--- config.mk ---
export PLATFORM = sky130hd
export DESIGN_NAME = gota_csr
export DESIGN_NICKNAME = d
export VERILOG_FILES = /design/src/sv/gota_pkg.sv /design/src/sv/gota_csr.sv
export SDC_FILE = /design/constraint.sdc
export NUM_CORES = 1
export LEC_CHECK = 0
export BUFFER_PORTS_ARGS = -buffer_cell sky130_fd_sc_hd__buf_2
export CORE_AREA = 10 10 167 185
export CTS_CLUSTER_SIZE = 14
export DETAILED_ROUTE_END_ITERATION = 10
export DIE_AREA = 0 0 177 195
export MAX_ROUTING_LAYER = met4
export PLACE_DENSITY_LB_ADDON = 0.05
export SYNTH_ARGS = -nofsm -noshare
export SYNTH_HDL_FRONTEND = slang
export SYNTH_SLANG_ARGS = --single-unit
--- constraint.sdc ---
create_clock -name clock -period 7.5 [get_ports clock]
set_input_delay 0.375 -clock clock [delete_from_list [all_inputs] [get_ports clock]]
set_output_delay 0.375 -clock clock [all_outputs]
set_load 0.02 [all_outputs]
--- src/sv/gota_pkg.sv ---
// ----------------------------------------------------------------------------
// gota_pkg
// Shared types and constants of the gated object track association unit.
// ----------------------------------------------------------------------------
package gota_pkg;

   // Table geometry.
   localparam int TABLE_DEPTH = 64;
   localparam int DUMP_LIMIT  = 64;
   localparam int DUMP_N_MAX  = (DUMP_LIMIT < TABLE_DEPTH) ? DUMP_LIMIT : TABLE_DEPTH;
   localparam int IDX_W       = (TABLE_DEPTH > 1) ? $clog2(TABLE_DEPTH) : 1;
   localparam int CNT_W       = $clog2(TABLE_DEPTH + 1);

   // Field widths.
   localparam int REQ_TYPE_W    = 2;
   localparam int OBJ_TYPE_W    = 8;
   localparam int COORD_W       = 32;
   localparam int TAG_W         = 16;
   localparam int ENTRY_IDX_W   = 6;
   localparam int ACTION_W      = 2;
   localparam int MATCH_W       = 7;
   localparam int GATE_W        = 16;
   localparam int GATE_SQ_W     = 2 * GATE_W;
   localparam int DIFF_W        = 16;

   // Configuration port.
   localparam int CSR_ADDR_W = 3;
   localparam int CSR_DATA_W = 32;
   localparam logic REG_GATE = 1'b0;
   localparam logic [GATE_W-1:0] GATE_RESET = 16'd768;

   // Request codes.
   localparam logic [REQ_TYPE_W-1:0] REQ_FRAME_START = 2'd0;
   localparam logic [REQ_TYPE_W-1:0] REQ_OBJECT      = 2'd1;
   localparam logic [REQ_TYPE_W-1:0] REQ_FRAME_END   = 2'd2;

   // Entry actions.
   localparam logic [ACTION_W-1:0] ACT_REMAIN  = 2'd0;
   localparam logic [ACTION_W-1:0] ACT_UPDATED = 2'd1;
   localparam logic [ACTION_W-1:0] ACT_ADDED   = 2'd2;

   // Result kinds.
   localparam logic KIND_OBJECT = 1'b0;
   localparam logic KIND_DUMP   = 1'b1;

   typedef struct packed {
      logic [REQ_TYPE_W-1:0] req_type;
      logic [OBJ_TYPE_W-1:0] object_type;
      logic [COORD_W-1:0]    loc_x;
      logic [COORD_W-1:0]    loc_y;
      logic [TAG_W-1:0]      object_tag;
   } req_data_type;

   typedef struct packed {
      logic                   result_kind;
      logic [ENTRY_IDX_W-1:0] entry_index;
      logic                   entry_valid;
      logic [OBJ_TYPE_W-1:0]  out_type;
      logic [COORD_W-1:0]     out_x;
      logic [COORD_W-1:0]     out_y;
      logic [TAG_W-1:0]       out_tag;
      logic [ACTION_W-1:0]    entry_action;
      logic [MATCH_W-1:0]     match_count;
      logic                   table_full;
      logic                   last_record;
   } rsp_data_type;

   // One word of the slot memory.
   typedef struct packed {
      logic [OBJ_TYPE_W-1:0] obj_type;
      logic [COORD_W-1:0]    x;
      logic [COORD_W-1:0]    y;
      logic [TAG_W-1:0]      tag;
      logic                  added;
   } slot_entry_type;

   // Slot read issued toward the distance unit.
   typedef struct packed {
      logic             vld;
      logic [IDX_W-1:0] idx;
   } gate_req_type;

   // Verdict of the distance unit for one slot.
   typedef struct packed {
      logic             vld;
      logic             hit;
      logic [IDX_W-1:0] idx;
      logic             busy;
   } gate_res_type;

endpackage

--- src/sv/gota_csr.sv ---
// ----------------------------------------------------------------------------
// gota_csr
// Register port: holds the gate radius and keeps its square ready for the
// distance unit.
// ----------------------------------------------------------------------------
module gota_csr (
   input  logic                              clock,
   input  logic                              reset,
   input  logic                              csr_psel,
   input  logic                              csr_penable,
   input  logic                              csr_pwrite,
   input  logic [gota_pkg::CSR_ADDR_W-1:0]   csr_paddr,
   input  logic [gota_pkg::CSR_DATA_W-1:0]   csr_pwdata,
   output logic [gota_pkg::CSR_DATA_W-1:0]   csr_prdata,
   output logic                              csr_pready,
   output logic [gota_pkg::GATE_SQ_W-1:0]    gate_sq
);
   import gota_pkg::*;

   logic [GATE_W-1:0]    gate_ff;
   logic [GATE_W-1:0]    gate_in;
   logic [GATE_SQ_W-1:0] gate_sq_ff;
   logic [GATE_SQ_W-1:0] gate_sq_in;
   logic                 reg_idx;
   logic                 wr_transfer;

   assign csr_pready  = 1'b1;
   assign reg_idx     = csr_paddr[CSR_ADDR_W-1];
   assign wr_transfer = csr_psel & csr_penable & csr_pwrite & csr_pready;

   always_comb begin
      gate_in = gate_ff;
      if (wr_transfer && (reg_idx == REG_GATE)) begin
         gate_in = csr_pwdata[GATE_W-1:0];
      end
      gate_sq_in = {{GATE_W{1'b0}}, gate_ff} * {{GATE_W{1'b0}}, gate_ff};
   end

   always_comb begin
      unique case (reg_idx)
         REG_GATE: csr_prdata = {{(CSR_DATA_W-GATE_W){1'b0}}, gate_ff};
         default:  csr_prdata = '0;
      endcase
   end

   // Square follows radius next cycle; user writes only while idle, unchecked.
   always_ff @(posedge clock) begin
      if (reset) begin
         gate_ff    <= GATE_RESET;
         gate_sq_ff <= GATE_SQ_W'(GATE_RESET) * GATE_SQ_W'(GATE_RESET);
      end else begin
         gate_ff    <= gate_in;
         gate_sq_ff <= gate_sq_in;
      end
   end

   assign gate_sq = gate_sq_ff;

endmodule

==> results.yml, run 1 <==
status:
  status: "completed"
die:
  dieHeight_um: 195
  die_w_um: 177
  rows: 64
  core-area_mm2: 0.0273
  io_pins: 105
  start_util_pct: 34.2
  dieArea_mm2: 0.0345
clock_tree:
  numCtsBuffers: 5
  cts_tree: "built"
  h-tree-depth: 2
  cts-resized-gates: 0
  ctsHoldBuffers: 0
  clk_latency_ns: 0.30
  clkTransAtPathRegs_ns: 0.07
  clock_path_buffers: 2
  postCtsSetupRepairBufs: 0
  cts.sinks: 47
  clock-root-buffer: "clkbuf_16"
cells_and_area:
  drive_gt1_share_pct: 11.3
  antenna_cells: 0
  final_nets: 1426
  nFillCells: 2893
  multi_input_area_mm2: 0.00718
  seqCellArea_um2: 941
  area_delta_synth_final_pct: 8.48
sta:
  tns_ns: 0
  fin_crit_ns: 6.37
  hold_viol_final: 0
  maxSlewViolCount: 0
  fmax_ghz: 0.157
  setup_viol: 0
  worst_pin_slew_ns: 0.979
  period_share_pct: 84.9
  rsz0062_at_grt: "false"
  hold_ws_ns: 0.273
  slew_headroom_pct: 34.4
  timing.final.ws_setup_ns: 1.13
  skew_ns: 0.00844
synth:
  synth_common_cells: "inv_1, fa_1, nand2_1"
  synth_cell_types: 70
  yosysWarningCount: 0
  synth_edf_count: 0
  avgSynthCellArea_um2: 8.69
  synthArstFlopShare_pct: 0
  ys_ff_latch: 47
  netlist.area_leader.share_pct: 34.7
  syn_area_mm2: 0.00935
  yosysSeqAreaShare_pct: 10.1
  netlist_instances: 1076
  ys_top_cells_by_area: "fa_1, ha_1, inv_1, dfxtp_1, nand2_1"
  yosysTopAreaCell: "fa_1"
  yosysMostFrequentCell: "inv_1"
  ys.flop_type: "dfxtp_1"
critical_path:
  arrival_ns: 6.56
  cp_max_fo: 14
  critPathLaunchType: "flop"
  critical_path_required_ns: 7.69
  path_buf_inv: 4
  end_kind: "flop"
  critPathKind: "flop to flop"
  crit_family: "adder cells"
  critical_path.max_stage_delay_ns: 0.81
  cp_cell_sequence: "inv_1 > nor2_1 > ha_1 > xor2_1 > fa_1 > inv_1 > fa_1 > fa_1 > fa_1 > inv_1 > fa_1 > inv_1 > ha_1 > a21oi_1 > o21ai_1 > a32o_1 > or3_1 > o21ai_2 > mux2_4"
  path_common_cell: "fa_1"
  cp_slowest_cell: "dfxtp_1"
power:
  p_int_mw: 0.450
  comb_power_share_pct: 27.9
  power.density_mw_per_mm2: 68.5
  swShare_pct: 35.3
  p_leak_nw: 5.63
  power_mw: 0.695
  power.share.clock_pct: 33.6
  p_switching_mw: 0.245
  pwr-share-seq_pct: 38.5
  irDropWorstVdd_mv: 0.0791
global_route:
  grt_use_total_pct: 16.1
  grt_pass1_wl_mm: 42.7
  overflow: 0
  grt_pass1_vias: 7637
  antenna_found_initial: 0
  grt_max_degree: 65
drt:
  vias_per_cell: 4.67
  post_drt_wl_per_cell_um: 17.5
  via_count: 6939
  drtAntennaViolNets: 0
  dr.pass1.iters: 4
  drc: 0
  drt_iter0_markers: 294
  wirelength_mm: 26.0
place:
  io_buffers: 68
  dp_hpwl_mm: 21.5
  place_ws_ns: 1.10
  place.gp.congestion: 0.791
min_path:
  worst_hold_path_type: "input port to flop"
job:
  cap_violations: 0
layer usage:
layer	global-route usage, %	vias to the layer above	routed length [µm]
met5	-	-	0
met4	2.27	0	242
met1	20.6	3480	11500
met2	27.4	92	13400
met3	1.95	14	786
li1	-	3353	-
path summary, 6_finish.rpt:
path                       from          end  slack [ns]  depth (start not counted)
setup / recovery     gate_ff[3]  gate_sq[29]        1.13                         19
hold / removal    csr_pwdata[8]   gate_ff[8]        0.27                          2
setup reg to reg     gate_ff[3]  gate_sq[29]        1.13                         19
hold reg to reg     gate_ff[11]  gate_ff[11]        0.62                          2
cells by family (layout without fill, tap and decap cells):
| family | count (synthesis) | count (layout) | synth area share [%] |
|---|---|---|---|
| AOI/OAI and AO/OA | 112 | 112 | 8.80 |
| other | 2 | 18 | 0.0803 |
| buffers and inverters | 316 | 347 | 13.8 |
| adders and majority gates | 264 | 264 | 48.3 |
| muxes | 10 | 10 | 1.22 |
| DFF | 47 | 47 | 10.1 |
| xor gates and xnor gates | 24 | 24 | 2.25 |
| and+or+nand+nor | 301 | 301 | 15.5 |
sequential cells by signal, summed over array words and instances (netlist names):
register and cells:
gate_sq 31, gate_ff 16
worst register-to-register path, stage by stage (launching register included):
cell and delay [ns]:
dfxtp_1 0.81, inv_1 0.17, nor2_1 0.22, ha_1 0.29
xor2_1 0.19, fa_1 0.54, inv_1 0.05, fa_1 0.48
fa_1 0.49, fa_1 0.52, inv_1 0.05, fa_1 0.48
inv_1 0.05, ha_1 0.37, a21oi_1 0.24, o21ai_1 0.19
a32o_1 0.29, or3_1 0.37, o21ai_2 0.14, mux2_4 0.31
power by group through the flow:
stage | clock network, mW | logic (mW) | registers [mW]
finish | 0.234 | 0.194 | 0.267
global route | 0.254 | 0.220 | 0.269
CTS | 0.245 | 0.199 | 0.268
detailed placement | 0 | 0.199 | 0.274
global placement | 0 | 0.199 | 0.274
floorplan | 0 | 0.141 | 0.278
layout make-up:
cell class                      instances  share of cell area (%)
Sequential cell                        47                    9.27
Clock buffer                            6                    1.27
Timing Repair Buffer                   87                    4.76
Clock inverter                          2                   0.123
Multi-Input combinational cell        729                    70.8
Tap cell                              363                    4.48
Inverter                              252                    9.32
cell usage in the layout, fill, tap and decap left out, types with 6 or more instances in the layout:
master	netlist	routed
buf_4	19	19
nor3_1	8	8
nor2_1	61	61
xnor2_1	16	16
dfxtp_1	47	47
nand3_1	14	14
mux2_2	7	7
buf_2	9	68
nand4_1	10	10
nand2_1	121	121
inv_1	251	251
conb_1	2	18
fa_1	162	162
a21o_1	8	8
xor2_1	8	8
and2_1	36	36
o21ai_0	9	9
nand2b_1	6	6
a21oi_1	45	45
nor2b_1	19	19
ha_1	102	102
stage by stage:
stage	cells	util (%)	instance area, µm²
5_1_grt	1486	37.2	10100
6_report	1486	37.2	10100
4_1_cts	1486	37.2	10100
2_1_floorplan	1092	-	9410
3_5_place_dp	1478	36.6	10000
3_3_place_gp	1478	36.6	10000
(Power assumes the default switching activity.)
==> inputs of run 2 (changes only) <==
clock period = 6.1 ns   (was 7.5 ns; I/O delays follow)
==> results.yml, run 2 (same netlist as run 1, synthesis figures left out) <==
power:
  power.share.clock_pct: 36.0
  p_switching_mw: 0.315
  irDropWorstVdd_mv: 0.0733
  power_mw: 0.939
  p_leak_nw: 6.18
  p_int_mw: 0.624
  pwr-share-seq_pct: 34.7
  power.density_mw_per_mm2: 85.2
  swShare_pct: 33.6
  comb_power_share_pct: 29.3
clock_tree:
  postCtsSetupRepairBufs: 0
  cts.sinks: 47
  h-tree-depth: 2
  clock-root-buffer: "clkbuf_16"
  clkTransAtPathRegs_ns: 0.07
  numCtsBuffers: 5
  clk_latency_ns: 0.30
  cts_tree: "built"
  clock_path_buffers: 2
  ctsHoldBuffers: 0
place:
  place_ws_ns: 0.0653
  place.gp.congestion: 0.817
  dp_hpwl_mm: 22.8
  io_buffers: 68
global_route:
  grt_use_total_pct: 16.2
  grt_pass1_wl_mm: 42.9
  grt_pass1_vias: 7844
  grt_max_degree: 65
  antenna_found_initial: 0
  overflow: 0
cells_and_area:
  final_common_cell: "inv_1"
  final_nets: 1528
  drive_gt1_share_pct: 20.0
  nFillCells: 2860
  area_delta_synth_final_pct: 17.8
  antenna_cells: 0
  seqCellArea_um2: 956
  largest_reg_flops: 31
  multi_input_area_mm2: 0.00720
  final_cell_mix: "inv_1, fa_1, nand2_1, buf_4, ha_1"
critical_path:
  cp_max_fo: 8
  critPathKind: "flop to flop"
  arrival_ns: 6.03
  critPathLaunchType: "flop"
  end_kind: "flop"
  critical_path_required_ns: 6.31
status:
  status: "completed"
sta:
  setup_viol: 0
  worst_pin_slew_ns: 0.837
  hold_viol_final: 0
  fmax_ghz: 0.172
  skew_ns: 0.00355
  period_share_pct: 95.4
  fin_crit_ns: 5.82
  maxSlewViolCount: 0
  slew_headroom_pct: 43.9
  timing.final.ws_setup_ns: 0.284
drt:
  vias_per_cell: 4.53
  dr.pass1.iters: 4
  via_count: 7197
  drt_iter0_markers: 217
  drc: 0
  drtAntennaViolNets: 0
  post_drt_wl_per_cell_um: 16.4
  wirelength_mm: 26.1
job:
  cap_violations: 0
min_path:
  worst_hold_path_type: "input port to flop"
die:
  die_w_um: 177
  start_util_pct: 34.2
  rows: 64
  dieArea_mm2: 0.0345
  io_pins: 105
  dieHeight_um: 195
  core-area_mm2: 0.0273
## run 2: per-layer routing
metal	vias up	wire, µm	global-route usage (%)
li1	3540	-	-
met1	3565	11900	20.9
met2	82	13400	27.7
met3	10	688	1.52
met4	0	145	1.84
met5	-	0	-
## run 2: final cells by class
class	instances	area share [%]
Multi-Input combinational cell	729	65.4
Timing Repair Buffer	189	11.7
Sequential cell	47	8.68
Inverter	252	8.59
Tap cell	363	4.12
Clock buffer	5	1.14
Clock inverter	3	0.420
## run 2: final timing paths
kind / startpoint / endpoint / slack, ns / cells past startpoint
min: csr_pwdata[8] / gate_ff[8] / 0.23 / 2
min reg2reg: gate_ff[7] / gate_ff[7] / 0.52 / 2
max reg2reg: gate_ff[9] / gate_sq[25] / 0.28 / 21
max: gate_ff[9] / gate_sq[25] / 0.28 / 21
## run 2: repair_timing
| item | in CTS | in global routing |
|---|---|---|
| setup endpoints to repair | 0 | 14 |
| endpoints found under the hold margin | 0 | 0 |
| resized for setup | 0 | 16 |
## run 2: per-stage QoR
stage                     cells  hold slack, ns  instance area (µm²)  setup TNS, ns  utilization, %
after global placement     1580           0.499                10800              0            39.6
after CTS                  1588           0.216                11000              0            40.2
final                      1588           0.227                11000              0            40.3
after detailed placement   1580           0.510                10800              0            39.6
after floorplan            1092           0.423                 9410              0               -
after global routing       1588           0.225                11000     -0.0000249            40.3
## run 2: critical path, cell delays in order, from the launching register on
cell	delay, ns
dfxtp_4	0.40
buf_4	0.17
and2_1	0.19
fa_1	0.51
inv_1	0.06
fa_1	0.54
inv_1	0.05
fa_1	0.51
inv_1	0.06
fa_1	0.53
inv_1	0.05
fa_1	0.47
inv_1	0.05
fa_1	0.48
inv_1	0.04
ha_1	0.32
and3_4	0.25
a31oi_4	0.12
a2111oi_4	0.46
buf_4	0.18
nor4_1	0.04
nor3_1	0.23
## run 2: power groups by stage
stage | Clock [mW] | Combinational, mW | Sequential [mW]
5_1_grt | 0.364 | 0.311 | 0.328
4_1_cts | 0.350 | 0.282 | 0.326
6_report | 0.338 | 0.275 | 0.326
3_3_place_gp | 0 | 0.280 | 0.334
2_1_floorplan | 0 | 0.173 | 0.341
3_5_place_dp | 0 | 0.280 | 0.334
