## src/sv/gota_pkg.sv

```systemverilog
// ----------------------------------------------------------------------------
// gota_pkg
// Shared types and constants of the gated object track association unit.
// ----------------------------------------------------------------------------
package gota_pkg;

   // Table geometry.
   localparam int TABLE_DEPTH = 64;
   localparam int DUMP_LIMIT  = 64;
   localparam int DUMP_N_MAX  = (DUMP_LIMIT < TABLE_DEPTH) ? DUMP_LIMIT : TABLE_DEPTH;
   localparam int IDX_W       = (TABLE_DEPTH > 1) ? $clog2(TABLE_DEPTH) : 1;
   localparam int CNT_W       = $clog2(TABLE_DEPTH + 1);

   // Field widths.
   localparam int REQ_TYPE_W    = 2;
   localparam int OBJ_TYPE_W    = 8;
   localparam int COORD_W       = 32;
   localparam int TAG_W         = 16;
   localparam int ENTRY_IDX_W   = 6;
   localparam int ACTION_W      = 2;
   localparam int MATCH_W       = 7;
   localparam int GATE_W        = 16;
   localparam int GATE_SQ_W     = 2 * GATE_W;
   localparam int DIFF_W        = 16;

   // Configuration port.
   localparam int CSR_ADDR_W = 3;
   localparam int CSR_DATA_W = 32;
   localparam logic REG_GATE = 1'b0;
   localparam logic [GATE_W-1:0] GATE_RESET = 16'd768;

   // Request codes.
   localparam logic [REQ_TYPE_W-1:0] REQ_FRAME_START = 2'd0;
   localparam logic [REQ_TYPE_W-1:0] REQ_OBJECT      = 2'd1;
   localparam logic [REQ_TYPE_W-1:0] REQ_FRAME_END   = 2'd2;

   // Entry actions.
   localparam logic [ACTION_W-1:0] ACT_REMAIN  = 2'd0;
   localparam logic [ACTION_W-1:0] ACT_UPDATED = 2'd1;
   localparam logic [ACTION_W-1:0] ACT_ADDED   = 2'd2;

   // Result kinds.
   localparam logic KIND_OBJECT = 1'b0;
   localparam logic KIND_DUMP   = 1'b1;

   typedef struct packed {
      logic [REQ_TYPE_W-1:0] req_type;
      logic [OBJ_TYPE_W-1:0] object_type;
      logic [COORD_W-1:0]    loc_x;
      logic [COORD_W-1:0]    loc_y;
      logic [TAG_W-1:0]      object_tag;
   } req_data_type;

   typedef struct packed {
      logic                   result_kind;
      logic [ENTRY_IDX_W-1:0] entry_index;
      logic                   entry_valid;
      logic [OBJ_TYPE_W-1:0]  out_type;
      logic [COORD_W-1:0]     out_x;
      logic [COORD_W-1:0]     out_y;
      logic [TAG_W-1:0]       out_tag;
      logic [ACTION_W-1:0]    entry_action;
      logic [MATCH_W-1:0]     match_count;
      logic                   table_full;
      logic                   last_record;
   } rsp_data_type;

   // One word of the slot memory.
   typedef struct packed {
      logic [OBJ_TYPE_W-1:0] obj_type;
      logic [COORD_W-1:0]    x;
      logic [COORD_W-1:0]    y;
      logic [TAG_W-1:0]      tag;
      logic                  added;
   } slot_entry_type;

   // Slot read issued toward the distance unit.
   typedef struct packed {
      logic             vld;
      logic [IDX_W-1:0] idx;
   } gate_req_type;

   // Verdict of the distance unit for one slot.
   typedef struct packed {
      logic             vld;
      logic             hit;
      logic [IDX_W-1:0] idx;
      logic             busy;
   } gate_res_type;

endpackage

```

## src/sv/gota_gate_unit.sv

```systemverilog
// ----------------------------------------------------------------------------
// gota_gate_unit
// Shared distance unit: one slot per cycle through absolute difference,
// squaring and the compare against the squared gate.
// ----------------------------------------------------------------------------
module gota_gate_unit (
   input  logic                            clock,
   input  logic                            reset,
   input  gota_pkg::gate_req_type          slot_req,
   input  gota_pkg::slot_entry_type        slot,
   input  logic [gota_pkg::OBJ_TYPE_W-1:0] obj_type,
   input  logic [gota_pkg::COORD_W-1:0]    loc_x,
   input  logic [gota_pkg::COORD_W-1:0]    loc_y,
   input  logic [gota_pkg::GATE_SQ_W-1:0]  gate_sq,
   output gota_pkg::gate_res_type          result
);
   import gota_pkg::*;

   logic [COORD_W-1:0]   dx_full;
   logic [COORD_W-1:0]   dy_full;
   logic                 far;

   logic                 p1_vld_ff;
   logic [IDX_W-1:0]     p1_idx_ff;
   logic                 p1_ok_ff;
   logic                 p1_ok_in;
   logic [DIFF_W-1:0]    p1_dx_ff;
   logic [DIFF_W-1:0]    p1_dy_ff;

   logic                 p2_vld_ff;
   logic [IDX_W-1:0]     p2_idx_ff;
   logic                 p2_ok_ff;
   logic [2*DIFF_W-1:0]  p2_sqx_ff;
   logic [2*DIFF_W-1:0]  p2_sqy_ff;
   logic [2*DIFF_W-1:0]  p2_sqx_in;
   logic [2*DIFF_W-1:0]  p2_sqy_in;
   logic [2*DIFF_W:0]    dist_sq;

   always_comb begin
      dx_full  = (slot.x > loc_x) ? (slot.x - loc_x) : (loc_x - slot.x);
      dy_full  = (slot.y > loc_y) ? (slot.y - loc_y) : (loc_y - slot.y);
      // A difference that does not fit in 16 bits is always outside the gate.
      far      = (|dx_full[COORD_W-1:DIFF_W]) | (|dy_full[COORD_W-1:DIFF_W]);
      p1_ok_in = (slot.obj_type == obj_type) & ~far;
      p2_sqx_in = {{DIFF_W{1'b0}}, p1_dx_ff} * {{DIFF_W{1'b0}}, p1_dx_ff};
      p2_sqy_in = {{DIFF_W{1'b0}}, p1_dy_ff} * {{DIFF_W{1'b0}}, p1_dy_ff};
      dist_sq   = {1'b0, p2_sqx_ff} + {1'b0, p2_sqy_ff};
   end

   always_ff @(posedge clock) begin
      if (reset) begin
         p1_vld_ff <= 1'b0;
         p2_vld_ff <= 1'b0;
      end else begin
         p1_vld_ff <= slot_req.vld;
         p2_vld_ff <= p1_vld_ff;
      end
   end

   always_ff @(posedge clock) begin
      p1_idx_ff <= slot_req.idx;
      p1_ok_ff  <= p1_ok_in;
      p1_dx_ff  <= dx_full[DIFF_W-1:0];
      p1_dy_ff  <= dy_full[DIFF_W-1:0];
      p2_idx_ff <= p1_idx_ff;
      p2_ok_ff  <= p1_ok_ff;
      p2_sqx_ff <= p2_sqx_in;
      p2_sqy_ff <= p2_sqy_in;
   end

   always_comb begin
      result.vld  = p2_vld_ff;
      result.hit  = p2_ok_ff & (dist_sq < {1'b0, gate_sq});
      result.idx  = p2_idx_ff;
      result.busy = p1_vld_ff | p2_vld_ff;
   end

endmodule

```

## config.mk

```make
export PLATFORM = sky130hd
export DESIGN_NAME = gota_gate_unit
export DESIGN_NICKNAME = d
export VERILOG_FILES = /design/src/sv/gota_pkg.sv /design/src/sv/gota_gate_unit.sv
export SDC_FILE = /design/constraint.sdc
export NUM_CORES = 1
export LEC_CHECK = 0
export BUFFER_PORTS_ARGS = -buffer_cell sky130_fd_sc_hd__buf_4
export CORE_MARGIN = 1.5
export CORE_UTILIZATION = 47
export CTS_BUF_LIST = sky130_fd_sc_hd__clkbuf_4
export CTS_CLUSTER_DIAMETER = 60
export CTS_CLUSTER_SIZE = 16
export DETAILED_ROUTE_END_ITERATION = 12
export PLACE_DENSITY = 0.65
export SKIP_CTS_REPAIR_TIMING = 1
export SKIP_LAST_GASP = 1
export SYNTH_ARGS = -nofsm -noshare
export SYNTH_HDL_FRONTEND = slang
export SYNTH_SLANG_ARGS = --single-unit
export TNS_END_PERCENT = 30
```

## constraint.sdc

```tcl
create_clock -name clock -period 14.7 [get_ports clock]
set_clock_uncertainty 0.05 [all_clocks]
set_input_delay 1.47 -clock clock [delete_from_list [all_inputs] [get_ports clock]]
set_output_delay 1.47 -clock clock [all_outputs]
set_load 0.05 [all_outputs]
```

==> results of run 1 <==
-- through the flow --
stage	util (%)	cell area, um2	setup slack, ns	instances
2_1_floorplan	-	26100	8.07	3175
3_3_place_gp	51.1	28100	7.24	4014
3_5_place_dp	51.1	28100	7.22	4014
4_1_cts	51.3	28200	7.17	4030
5_1_grt	51.3	28200	6.81	4031
6_report	51.3	28200	7.19	4031
-- kinds of logic (layout without fill, tap and decap cells) --
| family | count (synthesis) | count (layout) | share of synthesized area, % |
|---|---|---|---|
| DFF | 110 | 110 | 8.44 |
| and+or+nand+nor | 749 | 749 | 13.9 |
| AOI/OAI and AO/OA | 592 | 592 | 15.0 |
| other | 0 | 1 | 0 |
| xor gates and xnor gates | 164 | 164 | 5.50 |
| buffers and inverters | 802 | 909 | 11.7 |
| adders and majority gates | 720 | 720 | 44.0 |
| muxes | 38 | 38 | 1.49 |
-- worst max-delay path, stage by stage, from the launching register on --
cell	delay (ns)
dfxtp_1	0.83
inv_1	0.31
nor2_1	0.24
ha_1	0.29
xor2_1	0.19
fa_1	0.54
inv_1	0.06
fa_1	0.49
fa_1	0.47
fa_1	0.51
inv_1	0.05
fa_1	0.47
inv_1	0.04
ha_1	0.33
a21o_1	0.18
a21oi_1	0.20
o21ai_0	0.16
o22a_1	0.24
or4_1	0.54
a31o_2	0.31
a2111oi_4	0.38
o31ai_1	0.16
o41ai_2	0.24
xnor2_1	0.15
-- final timing paths --
kind,start,end,slack [ns],cells past startpoint
min reg2reg,p1_idx_ff[4],p2_idx_ff[4],0.30,0
max,p1_dy_ff[3],p2_sqy_ff[31],7.19,23
max reg2reg,p1_dy_ff[3],p2_sqy_ff[31],7.19,23
min,p1_idx_ff[4],p2_idx_ff[4],0.30,0
-- registers in the layout (all words and copies together) (netlist names) --
register	flops
p2_sqx_ff	31
p2_sqy_ff	31
p1_dx_ff	16
p1_dy_ff	16
p1_idx_ff	6
p2_idx_ff	6
p1_ok_ff	1
p1_vld_ff	1
p2_ok_ff	1
p2_vld_ff	1
-- layout make-up --
cell class / count / share of cell area [%]
Multi-Input combinational cell: 2263 / 73.9
Inverter: 696 / 9.26
Sequential cell: 110 / 7.80
Timing Repair Buffer: 197 / 5.24
Tap cell: 748 / 3.32
Clock inverter: 7 / 0.262
Clock buffer: 9 / 0.239
Antenna cell: 1 / 0.00887
-- synth_stat cells, drive strengths merged (72+ instances only) --
cell,n
xnor2,117
nand2,252
fa,329
ha,391
a21oi,175
nor2,148
a21o,74
o21ai,105
and2,102
inv,695
clkbuf,72
dfxtp,110
-- metal layers --
metal	global-route usage [%]	up-vias	routed length (um)
met5	0	-	0
met2	37.0	462	28400
met3	2.70	45	2780
met4	4.51	0	777
met1	28.6	10200	27100
li1	-	10400	-
==> summary.md, run 1 <==
| Metric | Value |
|---|---|
| Run status | completed |
| Slew Limit Fails | 0 |
| Number of flops mapped to enable cells by yosys | 0 |
| Io pins | 211 |
| Gr ovfl total | 0 |
| Routability cong. | 0.921 |
| Clk Latency, worst-skew pair | 0.61 ns |
| Largest net degree at the start of global routing | 27 |
| Vias | 21100 |
| Worst Hold Class | reg2reg |
| Sequential share of the synthesized area | 8.44% |
| Clock root buffer | clkbuf_4 |
| Initial core utilization | between 40% and 50% |
| CP Max Fanout | 15 |
| Setup TNS | 0 ns |
| CTS Buffer Depth | 2 |
| Die W | 239 um |
| Syn Std Cell Area | 26100 um2 |
| Clock sinks | 110 |
| RSZ-0062 raised after global routing | false |
| Number of synthesized register bits | 110 |
| Layout cells sized above 1 | 7.86% |
| Critical Path Source Type | flop |
| Rows | 86 |
| Number of global-route vias before repair | 21300 |
| CP required | about 15 ns |
| Fmax | 0.133 GHz |
| Syn. warnings | 0 |
| WHS | 0.296 ns |
| Routed wire length | 59000 um |
| Register area | approximately 2200 um2 |
| Max_slew headroom | 31.7% |
| # fillers | 5414 |
| Wire per inst | between 10 and 15 um |
| Fin crit period | between 7 and 8 ns |
| Type of the worst setup path | reg2reg |
| Core area | 55000 um2 |
| Max-cap violations | 0 |
| Multi-input logic area | roughly 21000 um2 |
| Top_reg_cell synth | dfxtp_1 |
| Layout area overhead | 8.10% |
| CTS tree | built |
| Commonest non-fill, non-tap cell in the layout | inv_1 |
| Post-synth top area share | 25.2% |
| Final Setup Violations | 0 |
| Synth unique cells | 85 |
| Critical Path AT | about 8.0 ns |
| Clock transition at path regs | 0.18 ns |
| Avg Inst Size Synth | 8.22 um2 |
| Crit share post-route | 51.1% |
| Initial antenna violation count | 1 |
| # nets final | 4199 |
| Global-route wire length before repair | 100000 um |
| Critical Path End Type | flop |
| PortBufs | 193 |
| Total Routing Usage GR | 21.4% |
| Hpwl dp | 49600 um |
| Remaining DRCs | 0 |
| Number of H-tree levels | 3 |
| Yosys top cell by area | fa_1 |
| Synth Instances | between 3000 and 4000 |
| DRT Pass-1 Iters | 5 |
| Vias per cell | 5.24 |
| Ys async rst share | 0% |
| Worst-Margin Slew | between 0.9 and 1 ns |
| Post-Synthesis Net Count | 4097 |
| Num CTS Buffers | 9 |
| Die area | 57000 um2 |
| Final hold vios | 0 |
| Top cells by area, synth | fa_1, ha_1, inv_1, dfxtp_1, xnor2_1 |
| Die height | 239 um |
| Routed Antenna Nets | 0 |
| DR iter-0 viols | 974 |
| Most frequent cells in the layout | inv_1, ha_1, fa_1 |
Power of run 1 is not shown: default switching activity piles up to over one toggle a cycle in this logic, so the estimate is an artifact.
==> run 2: changes to the inputs <==
clock period = 6.96 ns   (was 14.7 ns; I/O delays follow)
==> run 2 against run 1 <==
Net effect: setup slack worse by 7.0 ns; wire length down 0.36%; fmax up 12%; non-clock buffer count up 70; highest routed layer unchanged; count of clock-buffer cells in the layout unchanged; die area unchanged.
==> summary.md, run 2 (synthesis gave the netlist of run 1 again) <==
| Metric | Value |
|---|---|
| Max_slew headroom | 40.2% |
| Regs by FF count | p2_sqx_ff (31), p2_sqy_ff (31) |
| Crit share post-route | a little over nine tenths |
| Num CTS Buffers | 9 |
| Core area | 55000 um2 |
| WL met3 | about 2500 um |
| Layout area overhead | 10.2% |
| Worst path cell trace | and2_1, buf_4, fa_1, inv_1, fa_1, inv_1, fa_1, fa_1, fa_1, inv_1, fa_1, inv_1, ha_1, a21o_1, a21oi_1, o21ai_1, o22a_1, or4_1, a31o_2, a2111oi_4, o31ai_2, o41ai_2, xnor2_1 |
| Routed Antenna Nets | 0 |
| Final Setup Violations | 0 |
| Placed cells | 4084 |
| DR top layer | met4 |
| Slowest-stage cell, CP | fa_1 |
| Io pins | 211 |
| Critical Path AT | 7.20 ns |
| Slew Limit Fails | 0 |
| Initial antenna violation count | 1 |
| Number of global-route vias before repair | 21200 |
| Global-route wire length before repair | about 99000 um |
| Max incr delay on CP | 0.53 ns |
| # fillers | 5359 |
| CTS Buffer Depth | 2 |
| CP required | about 7.4 ns |
| Register area | 2230 um2 |
| Clock root buffer | clkbuf_4 |
| Hpwl dp | 50900 um |
| DR iter-0 viols | 1049 |
| Setup TNS | 0 ns |
| Rows | 86 |
| Routed wire length | ~59000 um |
| Type of the worst setup path | reg2reg |
| Layout cells sized above 1 | between 10 and 15% |
| Die height | 239 um |
| CTS tree | built |
| Vias | between 20000 and 25000 |
| Die W | roughly 240 um |
| Critical Path End Type | flop |
| Non-Filler Instances | 4101 |
| Worst-Margin Slew | between 0.8 and 0.9 ns |
| Metal2 WL | 28200 um |
| Fmax | between 0.1 and 0.15 GHz |
| CP Max Fanout | 7 |
| PortBufs | roughly 190 |
| Routability cong. | 0.926 |
| WP buf/inv | 5 |
| Run status | completed |
| Clock transition at path regs | 0.22 ns |
| Fin crit period | 6.72 ns |
| CP dominant cell by count | fa_1 |
| Total Routing Usage GR | 21.2% |
| Max-cap violations | 0 |
| Largest net degree at the start of global routing | 27 |
| Most frequent cells in the layout | inv_1, ha_1, fa_1 |
| # nets final | 4269 |
| Gr ovfl total | 0 |
| Multi-input logic area | 20900 um2 |
| Clock sinks | 110 |
| Die area | 57000 um2 |
| Wire per inst | 14.3 um |
| RSZ-0062 raised after global routing | true |
| Initial core utilization | approximately 47% |
| Worst Hold Class | in2reg |
| WHS | about 0.10 ns |
| WL met1 | 27400 um |
| Critical Path Source Type | flop |
| Number of H-tree levels | 3 |
| Final hold vios | 0 |
| Delay-heaviest family, CP | adder cells |
| Commonest non-fill, non-tap cell in the layout | inv_1 |
| DRT Pass-1 Iters | 5 |
| Clk Latency, worst-skew pair | 0.62 ns |
| Vias per cell | roughly 5.2 |
| Remaining DRCs | 0 |
run 2: changes by cell type in the layout (fill, tap and decap cells not counted), moves of 2 or more:
| cell | delta |
|---|---|
| buf_4 | +69 |
| inv_6 | +2 |
| dfxtp_4 | +4 |
| dfxtp_1 | -15 |
| dfxtp_2 | +11 |
run 2: cell type report:
cell class,instances,share of cell area [%]
diodes,1,0.00869
clock buffers,9,0.235
multi-input cells,2263,72.5
repair buffers,267,7.01
well taps,748,3.25
flip-flops and latches,110,7.75
inverters,696,9.08
clock inverters,7,0.165
run 2: layer usage:
layer | track usage (%) | vias to the layer above
met5 | 0 | -
met4 | 4.51 | 0
met3 | 1.74 | 48
met2 | 36.4 | 442
met1 | 29.2 | 10300
li1 | - | 10600
run 2: worst paths after layout:
| check | start | to | slack (ns) | cells after the start |
|---|---|---|---|---|
| max reg2reg | p1_dy_ff[4] | p2_sqy_ff[31] | 0.24 | 23 |
| min | slot_req[2] | p1_idx_ff[2] | 0.10 | 1 |
| max | p1_dy_ff[4] | p2_sqy_ff[31] | 0.24 | 23 |
| min reg2reg | p1_idx_ff[4] | p2_idx_ff[4] | 0.29 | 0 |
run 2: through the flow:
stage	utilization, %	cell area, um2	setup WS (ns)
3_3_place_gp	52.0	28600	0.191
5_1_grt	52.3	28800	-0.0106
6_report	52.3	28800	0.238
2_1_floorplan	-	26100	0.329
4_1_cts	52.3	28700	0.0689
3_5_place_dp	52.0	28600	0.120
Power of run 2 is left out for the same reason.
==> run 3: changes to the inputs <==
clock period = 8.3 ns   (was 6.96 ns; I/O delays follow)
==> run 3 against run 2 <==
Net effect: global-route usage rose by 0.17 points; final cell count shrank 1.4%; final area fell by 1.7%; worst hold slack gained 0.18 ns; first-iteration DRC count shrank 4.6%; utilization is 0.87 points lower; sequential cell count did not move; critical endpoint unchanged.
==> summary.md, run 3 (synthesis gave the netlist of run 1 again) <==
| Metric | Value |
|---|---|
| Post-route cell area | 28300 um2 |
| Worst path cell trace | inv_1, nor2_1, ha_1, xor2_1, fa_1, inv_1, fa_1, fa_1, fa_1, inv_1, fa_1, inv_1, ha_1, a21o_1, a21oi_1, o21ai_0, o22a_1, or4_1, a31o_2, a2111oi_4, o31ai_1, o41ai_2, xnor2_1 |
| Fin crit period | between 7 and 8 ns |
| Initial antenna violation count | 1 |
| Placed cells | 4028 |
| Clock sinks | 110 |
| Gr ovfl total | 0 |
| Regs by FF count | p2_sqx_ff (31), p2_sqy_ff (31) |
| CTS tree | built |
| Die height | 239 um |
| Total Routing Usage GR | 21.4% |
| Routed Antenna Nets | 0 |
| Slew Limit Fails | 0 |
| Final core utilization | about half |
| Setup TNS | 0 ns |
| Die W | between 200 and 250 um |
| Number of global-route vias before repair | between 20000 and 25000 |
| Worst-Margin Slew | between 0.9 and 1 ns |
| Fmax | 0.137 GHz |
| Routability cong. | 0.913 |
| Global-route wire length before repair | 100000 um |
| Run status | completed |
| Vias per cell | 5.24 |
| Commonest non-fill, non-tap cell in the layout | inv_1 |
| Placed cell areas | 28200 um2 |
| Critical Path Source Type | flop |
| Core area | 55000 um2 |
| Number of H-tree levels | 3 |
| CP Max Fanout | 12 |
| CTS Buffer Depth | 2 |
| Type of the worst setup path | reg2reg |
| Max-cap violations | 0 |
| Final hold vios | 0 |
| Rows | 86 |
| # nets final | 4213 |
| Critical Path AT | 7.77 ns |
| Num CTS Buffers | 9 |
| CP dominant cell by count | fa_1 |
| Layout area overhead | 8.41% |
| Clock transition at path regs | 0.18 ns |
| Critical Path End Type | flop |
| # fillers | 5427 |
| Slowest-stage cell, CP | dfxtp_1 |
| CP required | a little under 9 ns |
| RSZ-0062 raised after global routing | false |
| Vias | 21200 |
| Clock root buffer | clkbuf_4 |
| DR iter-0 viols | approximately 1000 |
| Max incr delay on CP | around 0.72 ns |
| Wire per inst | 14.7 um |
| Largest net degree at the start of global routing | 27 |
| PortBufs | 193 |
| Multi-input logic area | around 21000 um2 |
| Non-Filler Instances | 4045 |
| Worst Hold Class | in2reg |
| Register area | ~2200 um2 |
| DRT Pass-1 Iters | 7 |
| Layout cells sized above 1 | 8.28% |
| Remaining DRCs | 0 |
| Routed wire length | 59400 um |
| Io pins | 211 |
| Most frequent cells in the layout | inv_1, ha_1, fa_1 |
| Die area | 57000 um2 |
| Clk Latency, worst-skew pair | 0.59 ns |
| Final Setup Violations | 0 |
| Initial core utilization | 47.5% |
| Crit share post-route | 88.0% |
| Max_slew headroom | 37.5% |
| Hpwl dp | 50000 um |
[run 3: final cells by class]
type                    count  area share (%)
multi-input cells        2263            73.7
inverters                 696            9.23
flip-flops and latches    110            7.78
repair buffers            211            5.60
well taps                 748            3.31
clock buffers               9           0.239
clock inverters             7           0.172
diodes                      1         0.00884
[run 3: metal layers]
metal / track usage (%) / vias up / part of all wire (%)
met5: 0 / - / 0
met4: 5.01 / 0 / 1.5
met3: 2.63 / 55 / 4.8
met2: 36.6 / 453 / 48
met1: 28.8 / 10200 / 46
li1: - / 10500 / -
[run 3: critical path: cells and delay by family (launching register included)]
family | cells | cell delay, ns
AO/OA/AOI/OAI | 8 | 1.83
flip-flops | 1 | 0.72
adder cells (fa/ha/maj) | 7 | 3.11
buffers and inverters | 4 | 0.42
XOR/XNOR | 2 | 0.34
AND/OR/NAND/NOR | 2 | 0.76
[run 3: through the flow]
| step | hold slack [ns] | setup WS [ns] |
|---|---|---|
| global route | 0.227 | 0.588 |
| CTS | 0.205 | 0.993 |
| detailed placement | 0.265 | 1.05 |
| finish | 0.281 | 1.00 |
| floorplan | 0.260 | 1.67 |
| global placement | 0.261 | 1.06 |
[run 3: path summary, 6_finish.rpt]
path / start / depth (start not counted) / endpoint / slack (ns)
min: slot_req[2] / 1 / p1_idx_ff[2] / 0.28
max reg2reg: p1_dy_ff[12] / 23 / p2_sqy_ff[31] / 1.0
min reg2reg: p1_idx_ff[4] / 0 / p2_idx_ff[4] / 0.30
max: p1_dy_ff[12] / 23 / p2_sqy_ff[31] / 1.0
Power of run 3 is left out for the same reason.
